$ cat config.mk
export PLATFORM = sky130hd
export DESIGN_NAME = utf8_stream_decoder
export DESIGN_NICKNAME = d
export VERILOG_FILES = /design/src/rtl/u8dec_pkg.sv /design/src/rtl/utf8_stream_decoder.sv
export VERILOG_INCLUDE_DIRS = /design/src /design/src/rtl
export SDC_FILE = /design/constraint.sdc
export NUM_CORES = 1
export LEC_CHECK = 0
export ABC_CLOCK_PERIOD_IN_PS = 3900
export BUFFER_PORTS_ARGS = -buffer_cell sky130_fd_sc_hd__buf_2
export CORE_ASPECT_RATIO = 1.25
export CORE_MARGIN = 8
export CORE_UTILIZATION = 30
export CTS_CLUSTER_SIZE = 24
export DETAILED_ROUTE_END_ITERATION = 7
export PLACE_DENSITY_LB_ADDON = 0.15
export SYNTH_ARGS = -nofsm -noshare
export SYNTH_HDL_FRONTEND = slang
export SYNTH_SLANG_ARGS = --single-unit
$ cat constraint.sdc
create_clock -name clk -period 3.9 [get_ports clk]
set_input_delay 0.78 -clock clk [delete_from_list [all_inputs] [get_ports clk]]
set_output_delay 0.78 -clock clk [all_outputs]
set_load 0.02 [all_outputs]
$ cat src/rtl/utf8_stream_decoder_macros.svh
// Assertion macros for the UTF-8 stream decoder.
// Needs a clock named clk and an active-low reset named rst_n in the including scope.
`ifndef UTF8_STREAM_DECODER_MACROS_SVH
`define UTF8_STREAM_DECODER_MACROS_SVH

// Consequent must hold in the same cycle as the antecedent.
`define U8D_ASSERT_SAME(label, ante, cons, msg) \
    label: assert property (@(posedge clk) disable iff (!rst_n) (ante) |-> (cons)) \
        else $error(msg);

// Consequent must hold in the cycle after the antecedent.
`define U8D_ASSERT_NEXT(label, ante, cons, msg) \
    label: assert property (@(posedge clk) disable iff (!rst_n) (ante) |=> (cons)) \
        else $error(msg);

`endif

$ cat src/rtl/u8dec_pkg.sv
// Shared types, constants and helpers for the UTF-8 stream decoder.
// No dependencies.
`timescale 1ns / 1ps

package u8dec_pkg;

    localparam int ByteW  = 8;
    localparam int ValueW = 22;
    localparam int PointW = 21;
    localparam int LenW   = 3;
    localparam int MaxRes = 4;
    localparam int CntW   = 3;   // holds 0 to MaxRes
    localparam int OutW   = 32;  // code_value and byte_length padded to whole bytes

    localparam logic [ByteW-1:0] AsciiLimit = 8'h80;
    localparam logic [ByteW-1:0] ContLow    = 8'h80;
    localparam logic [ByteW-1:0] ContHigh   = 8'hBF;
    localparam logic [ByteW-1:0] TwoLow     = 8'hC0;
    localparam logic [ByteW-1:0] ThreeLow   = 8'hE0;
    localparam logic [ByteW-1:0] FourLow    = 8'hF0;
    localparam logic [ByteW-1:0] BadLow     = 8'hF8;

    // One decoded result; value is the two's-complement code_value bits.
    typedef struct packed {
        logic [ValueW-1:0] value;
        logic [LenW-1:0]   len;
        logic              last;
    } res_t;

    // Negated raw byte in two's complement.
    function automatic logic [ValueW-1:0] neg_byte(input logic [ByteW-1:0] b);
        return ValueW'(0) - {{(ValueW-ByteW){1'b0}}, b};
    endfunction

endpackage

$ cat src/rtl/utf8_stream_decoder.sv
// A result goes from the result list to the output register, which drives m_axis.
// Throughput while m_axis is not stalled: one byte per cycle while each byte gives at most
// one result; a byte that flushes a broken or cut sequence gives up to four results,
// drained one per cycle from a four-entry result list; input waits until the last moves out.
// Reset (rst_n low, asynchronous): no sequence open, result list and output empty.
// UTF-8 stream decoder top level. Depends on u8dec_pkg and the macros header.
`timescale 1ns / 1ps
`include "utf8_stream_decoder_macros.svh"

module utf8_stream_decoder
    import u8dec_pkg::*;
(
    input  logic            clk,
    input  logic            rst_n,
    input  logic            s_axis_tvalid,
    output logic            s_axis_tready,
    input  logic [7:0]      s_axis_tdata,   // [7:0] text_byte
    input  logic            s_axis_tlast,   // ends_text
    output logic            m_axis_tvalid,
    input  logic            m_axis_tready,
    output logic [OutW-1:0] m_axis_tdata,   // [21:0] code_value, [24:22] byte_length, rest 0
    output logic            m_axis_tlast    // last_of_run
);

    // Decoder state
    logic [ByteW-1:0]  lead_reg, lead_next;
    logic [1:0]        need_reg, need_next;
    logic [1:0]        gcnt_reg, gcnt_next;
    // Only two continuations are ever held: the third one always completes the sequence.
    logic [ByteW-1:0]  gb_reg [2];
    logic [ByteW-1:0]  gb_next [2];
    logic [PointW-1:0] pp_reg, pp_next;

    // Result list and output register
    res_t              pend_reg [MaxRes];
    res_t              pend_next [MaxRes];
    logic [CntW-1:0]   pend_cnt_reg, pend_cnt_next;
    res_t              out_reg;
    logic              out_valid_reg;

    logic              out_free, move, accept;
    logic [ByteW-1:0]  b;
    logic              is_cont, is_open, cont_in_seq, completes, storing, flush;
    logic              opens, single_has;
    logic [1:0]        gcnt_inc, g_eff;
    logic [CntW-1:0]   fcnt, dec_cnt;
    logic [ByteW-1:0]  fbyte [MaxRes];
    logic [PointW-1:0] pp_shift;
    logic [ValueW-1:0] single_val;
    logic [LenW-1:0]   single_len;
    res_t              dec_res [MaxRes];

    assign b = s_axis_tdata;

    always_comb
    begin
        out_free      = !out_valid_reg || m_axis_tready;
        move          = out_free && (pend_cnt_reg != '0);
        s_axis_tready = (pend_cnt_reg == '0) || ((pend_cnt_reg == CntW'(1)) && out_free);
        accept        = s_axis_tvalid && s_axis_tready;
    end

    // Decode one byte against the current state
    always_comb
    begin
        is_cont     = b inside {[ContLow:ContHigh]};
        is_open     = need_reg != 2'd0;
        cont_in_seq = is_open && is_cont;
        completes   = cont_in_seq && (({1'b0, gcnt_reg} + 3'd1) >= {1'b0, need_reg});
        storing     = cont_in_seq && !completes;
        flush       = (is_open && !is_cont) || (storing && s_axis_tlast);
        gcnt_inc    = gcnt_reg + 2'd1;
        g_eff       = storing ? gcnt_inc : gcnt_reg;
        fcnt        = flush ? (CntW'(g_eff) + CntW'(1)) : '0;
        pp_shift    = {pp_reg[PointW-7:0], b[5:0]};

        // Starter, then gathered continuations, including this byte when it was just stored
        fbyte[0] = lead_reg;
        fbyte[1] = (storing && gcnt_reg == 2'd0) ? b : gb_reg[0];
        fbyte[2] = (storing && gcnt_reg == 2'd1) ? b : gb_reg[1];
        fbyte[3] = '0;

        opens      = 1'b0;
        single_has = 1'b0;
        single_val = '0;
        single_len = LenW'(1);
        if (completes)
        begin
            single_has = 1'b1;
            single_val = ValueW'(pp_shift);
            single_len = LenW'(need_reg) + LenW'(1);
        end
        else if (!cont_in_seq)
        begin
            if (b < AsciiLimit)
            begin
                single_has = 1'b1;
                single_val = ValueW'(b);
            end
            else if (is_cont || b >= BadLow || s_axis_tlast)
            begin
                single_has = 1'b1;
                single_val = neg_byte(b);
            end
            else
            begin
                opens = 1'b1;
            end
        end

        dec_cnt = fcnt + CntW'(single_has);
        for (int i = 0; i < MaxRes; i++)
        begin
            if (CntW'(i) < fcnt)
            begin
                dec_res[i].value = neg_byte(fbyte[i]);
                dec_res[i].len   = LenW'(1);
            end
            else
            begin
                dec_res[i].value = single_val;
                dec_res[i].len   = single_len;
            end
            dec_res[i].last = (CntW'(i) + CntW'(1)) == dec_cnt;
        end

        // Next decoder state
        lead_next  = lead_reg;
        need_next  = need_reg;
        gcnt_next  = gcnt_reg;
        gb_next[0] = gb_reg[0];
        gb_next[1] = gb_reg[1];
        pp_next    = pp_reg;
        if (storing)
        begin
            gb_next[gcnt_reg[0]] = b;
            gcnt_next            = gcnt_inc;
            pp_next              = pp_shift;
        end
        else if (opens)
        begin
            lead_next = b;
            gcnt_next = 2'd0;
            if (b < ThreeLow)
            begin
                need_next = 2'd1;
                pp_next   = PointW'(b[4:0]);
            end
            else if (b < FourLow)
            begin
                need_next = 2'd2;
                pp_next   = PointW'(b[3:0]);
            end
            else
            begin
                need_next = 2'd3;
                pp_next   = PointW'(b[2:0]);
            end
        end
        else
        begin
            // Completed, flushed or single byte: close the sequence
            lead_next = '0;
            need_next = 2'd0;
            gcnt_next = 2'd0;
            pp_next   = '0;
        end
        // End of text clears everything
        if (s_axis_tlast)
        begin
            lead_next = '0;
            need_next = 2'd0;
            gcnt_next = 2'd0;
            pp_next   = '0;
        end
    end

    // Result list: drain from the front, reload on a transfer in
    always_comb
    begin
        pend_cnt_next = pend_cnt_reg;
        for (int i = 0; i < MaxRes; i++)
        begin
            pend_next[i] = pend_reg[i];
        end
        if (move)
        begin
            for (int i = 0; i < MaxRes - 1; i++)
            begin
                pend_next[i] = pend_reg[i+1];
            end
            pend_cnt_next = pend_cnt_reg - CntW'(1);
        end
        if (accept)
        begin
            for (int i = 0; i < MaxRes; i++)
            begin
                pend_next[i] = dec_res[i];
            end
            pend_cnt_next = dec_cnt;
        end
    end

    always_ff @(posedge clk or negedge rst_n)
    begin
        if (!rst_n)
        begin
            lead_reg      <= '0;
            need_reg      <= 2'd0;
            gcnt_reg      <= 2'd0;
            pp_reg        <= '0;
            pend_cnt_reg  <= '0;
            out_valid_reg <= 1'b0;
        end
        else
        begin
            if (accept)
            begin
                lead_reg <= lead_next;
                need_reg <= need_next;
                gcnt_reg <= gcnt_next;
                pp_reg   <= pp_next;
            end
            pend_cnt_reg <= pend_cnt_next;
            if (move)
            begin
                out_valid_reg <= 1'b1;
            end
            else if (m_axis_tready)
            begin
                out_valid_reg <= 1'b0;
            end
        end
    end

    always_ff @(posedge clk)
    begin
        if (accept)
        begin
            gb_reg[0] <= gb_next[0];
            gb_reg[1] <= gb_next[1];
        end
        for (int i = 0; i < MaxRes; i++)
        begin
            pend_reg[i] <= pend_next[i];
        end
        if (move)
        begin
            out_reg <= pend_reg[0];
        end
    end

    assign m_axis_tvalid = out_valid_reg;
    assign m_axis_tdata  = {{(OutW-ValueW-LenW){1'b0}}, out_reg.len, out_reg.value};
    assign m_axis_tlast  = out_reg.last;

    `U8D_ASSERT_NEXT(a_pend_reaches_out, pend_cnt_reg != '0, m_axis_tvalid,
        "pending result did not reach the output register")
    `U8D_ASSERT_SAME(a_open_lead_is_starter, need_reg != 2'd0,
        lead_reg >= TwoLow && lead_reg < BadLow, "open sequence without a valid starter")
    `U8D_ASSERT_SAME(a_multibyte_is_point, m_axis_tvalid && m_axis_tdata[24:22] > 3'd1,
        !m_axis_tdata[21] && m_axis_tlast, "multi-byte result is negative or not last")

endmodule

==> flow_metrics.env <==
export IMPL_vias=5651
export IMPL_r2r_slack_ns=0.20
export IMPL_met2_usage_pct=21.0
export IMPL_dp_cells=1097
export IMPL_syn2layout_area_growth_pct=15.4
export IMPL_worstSetupPathDepth=13
export IMPL_cap_violations=0
export IMPL_setup_viol=0
export IMPL_leakagePower_uw=0.00407
export IMPL_ys_ff_latch=177
export IMPL_drt_wirelength_per_cell_um=18.9
export IMPL_synth_edf_count=146
export IMPL_die_area_mm2=0.0343
export IMPL_slew_headroom_pct=23.9
export IMPL_drc=0
export IMPL_crit_path_top_delay_cell="dfrtp_2"
export IMPL_n_fill_cell=2804
export IMPL_crit_family="compound AO/OA/AOI/OAI gates"
export IMPL_clockRootBuffer="clkbuf_16"
export IMPL_p_per_area_mw_per_mm2=715
export IMPL_finalHoldViolCount=0
export IMPL_grt_pass1_vias=5845
export IMPL_period_minus_slack_ns=3.70
export IMPL_grt_max_degree=59
export IMPL_cp_cell_sequence="inv_1 -> fa_1 -> or2_1 -> o2111ai_1 -> mux2i_1 -> ha_1 -> nand2b_1 -> nor2_1 -> nand3_1 -> a211oi_2 -> buf_12 -> a211oi_1 -> a21o_1"
export IMPL_seq_area_frac_synth_pct=60.1
export IMPL_avgViaCountPerCell=5.00
export IMPL_fmax_ghz=0.270
export IMPL_ant_nets=0
export IMPL_place_ws_ns=0.0643
export IMPL_grtUsageMet1_pct=16.0
export IMPL_start_util_pct=30.3
export IMPL_htreeDepth=4
export IMPL_syn_mean_instance_area_um2=12.0
export IMPL_swShare_pct=33.8
export IMPL_critPathArrivalTime_ns=3.89
export IMPL_syn_area_mm2=0.00858
export IMPL_power_frac_comb_pct=30.5
export IMPL_rows=69
export IMPL_die_h_um=205
export IMPL_clock_path_buffers=2
export IMPL_grt_ovfl_total=0
export IMPL_core_area_mm2=0.0283
export IMPL_fin_nets=792
export IMPL_final_common_cell="edfxtp_1"
export IMPL_globalplace_congestion=0.848
export IMPL_worstHoldEndpoint="m_axis_tdata[3]"
export IMPL_power_switching_uw=2400
export IMPL_reg2reg_depth=13
export IMPL_report_final_slew_viol_count=0
export IMPL_die_x_um=167
export IMPL_antenna_found_initial=0
export IMPL_sequentialPowerShare_pct=46.5
export IMPL_final_cell_mix="146 x edfxtp_1, 77 x nand2_1, 47 x nor2_1"
export IMPL_fin_cells=1130
export IMPL_synth_cell_types=60
export IMPL_hold_start="pend_reg[0][7]"
export IMPL_crit_path_start_kind="flop"
export IMPL_slowest_delay_ns=0.47
export IMPL_cts_hold_buf=0
export IMPL_timing_rr_end="pend_reg[1][16]"
export IMPL_largest_reg_flops=104
export IMPL_antenna_diode_count=0
export IMPL_hold_class="reg2reg"
export IMPL_clockPowerShare_pct=23.0
export IMPL_port_buffers=40
export IMPL_setup_ws_ns=0.202
export IMPL_required_ns=4.09
export IMPL_cp_num_buf_inv=2
export IMPL_reg2reg_from="gcnt_reg[1]"
export IMPL_cts_tree="yes"
export IMPL_drt_initial_drc_count=430
export IMPL_routed_wl_mm=21.4
export IMPL_status="completed"
export IMPL_firstDrtPassIters=5
export IMPL_clkSinkCount=177
export IMPL_grt_busiest_layer="met2"
export IMPL_numCtsBuffers=17
export IMPL_path_clk_slew_ns=0.07
export IMPL_grt_usage_pct=12.6
export IMPL_peakVddDrop_mv=0.383
export IMPL_skew_ns=0.00862
export IMPL_ys_flop_type="edfxtp_1"
export IMPL_cp_max_fo=14
export IMPL_grt_use_met3_pct=2.49
export IMPL_yosys_warnings=0
export IMPL_hpwl_mm=14.8
export IMPL_final_util_pct=35.0
export IMPL_syn_inst=716
export IMPL_period_share_pct=94.8
export IMPL_endpoint_kind="flop"
export IMPL_io_pins=48
export IMPL_layout_drive_gt1_share_pct=19.0
export IMPL_grt_pass1_wl_mm=33.4
export IMPL_finalSetupTns_ns=0
export IMPL_async_flop_share_pct=17.5
export IMPL_critPathKind="reg2reg"
export IMPL_worstMarginPinSlew_ns=1.13
export IMPL_p_int_uw=4690
export IMPL_clk_latency_ns=0.43
export IMPL_whs_path_depth=0
==> power groups by stage <==
stage / Clock [uW] / Sequential, uW / Combinational [uW]
3_3_place_gp: 0 / 3310 / 2160
6_report: 1630 / 3290 / 2160
4_1_cts: 1680 / 3300 / 2200
2_1_floorplan: 0 / 3470 / 1340
3_5_place_dp: 0 / 3340 / 2190
5_1_grt: 1750 / 3360 / 2410
==> stage by stage <==
stage | power (uW) | hold WS [ns] | area [um2]
after floorplan | 4810 | 0.400 | 8610
after global routing | 7520 | 0.427 | 9900
after detailed placement | 5530 | 0.405 | 9320
final | 7080 | 0.421 | 9900
after global placement | 5470 | 0.402 | 9320
after CTS | 7180 | 0.421 | 9870
==> Yosys cell counts (6+ instances only) <==
cell	instances	area share, %
a21o_1	42	3.7
nor2_1	48	2.1
mux2_2	9	1.2
xor2_1	14	1.4
ha_1	16	2.3
a31o_2	15	1.5
edfxtp_1	146	51
nor3_1	11	0.64
a21oi_1	28	1.6
nor2b_1	16	1.2
o21ai_0	24	1.4
buf_4	10	0.87
a22o_1	14	1.4
a31oi_1	6	0.44
dfrtp_1	31	9.0
buf_2	14	0.82
inv_1	23	1.0
nand3_1	9	0.52
mux2i_1	18	2.1
o31ai_1	7	0.61
a211oi_1	29	2.5
xnor2_1	11	1.1
nand2_1	79	3.5
clkbuf_1	24	1.0
o21ai_1	9	0.52
==> metal layers <==
| layer | wire [um] | share of wire (%) |
|---|---|---|
| met1 | 9760 | 46 |
| met4 | 403 | 1.9 |
| met5 | 0 | 0 |
| met3 | 967 | 4.5 |
| met2 | 10200 | 48 |
==> worst max path at each step <==
stage / from / endpoint / slack [ns]
finish: gcnt_reg[1] / pend_reg[1][16] / 0.20
global route: gcnt_reg[0] / pend_reg[0][0] / -0.03
CTS: gcnt_reg[1] / pend_reg[0][0] / 0.03
detailed placement: gcnt_reg[1] / pend_reg[0][0] / 0.06
global placement: gcnt_reg[1] / pend_reg[1][9] / 0.23
floorplan: gcnt_reg[1] / pend_reg[2][16] / 0.17
==> worst register-to-register path, delay by kind of cell, from the launching register on <==
kind	cells	cell delay, ns
compound gates	4	0.95
fa+ha+maj	2	0.65
simple gates	4	0.73
mux	1	0.31
flops	1	0.47
buf+inv	2	0.34
==> layout make-up <==
cell class | count | area, um2 | area share (%)
clock buffers | 21 | 460 | 4.65
clock inverters | 11 | 96.3 | 0.973
inverters | 24 | 90.1 | 0.910
multi-input cells | 468 | 3130 | 31.6
flip-flops and latches | 177 | 5160 | 52.1
well taps | 355 | 444 | 4.49
repair buffers | 74 | 518 | 5.23
==> cell families (layout without fill, tap and decap cells) <==
logic type,after synthesis,after routing,synth area share (%)
adders and majority gates,17,17,2.57
other,1,7,0.0437
and+or+nand+nor,195,195,10.6
AOI/OAI and AO/OA,197,197,16.8
buffers and inverters,77,130,4.10
muxes,27,27,3.28
DFF,177,177,60.1
xor gates and xnor gates,25,25,2.55
==> what timing repair did <==
| action | 4_1_cts | 5_1_grt |
|---|---|---|
| setup endpoints to repair | 0 | 32 |
| gates resized for setup | 0 | 6 |
| buffers inserted | 0 | 1 |
(Power assumes the default switching activity.)
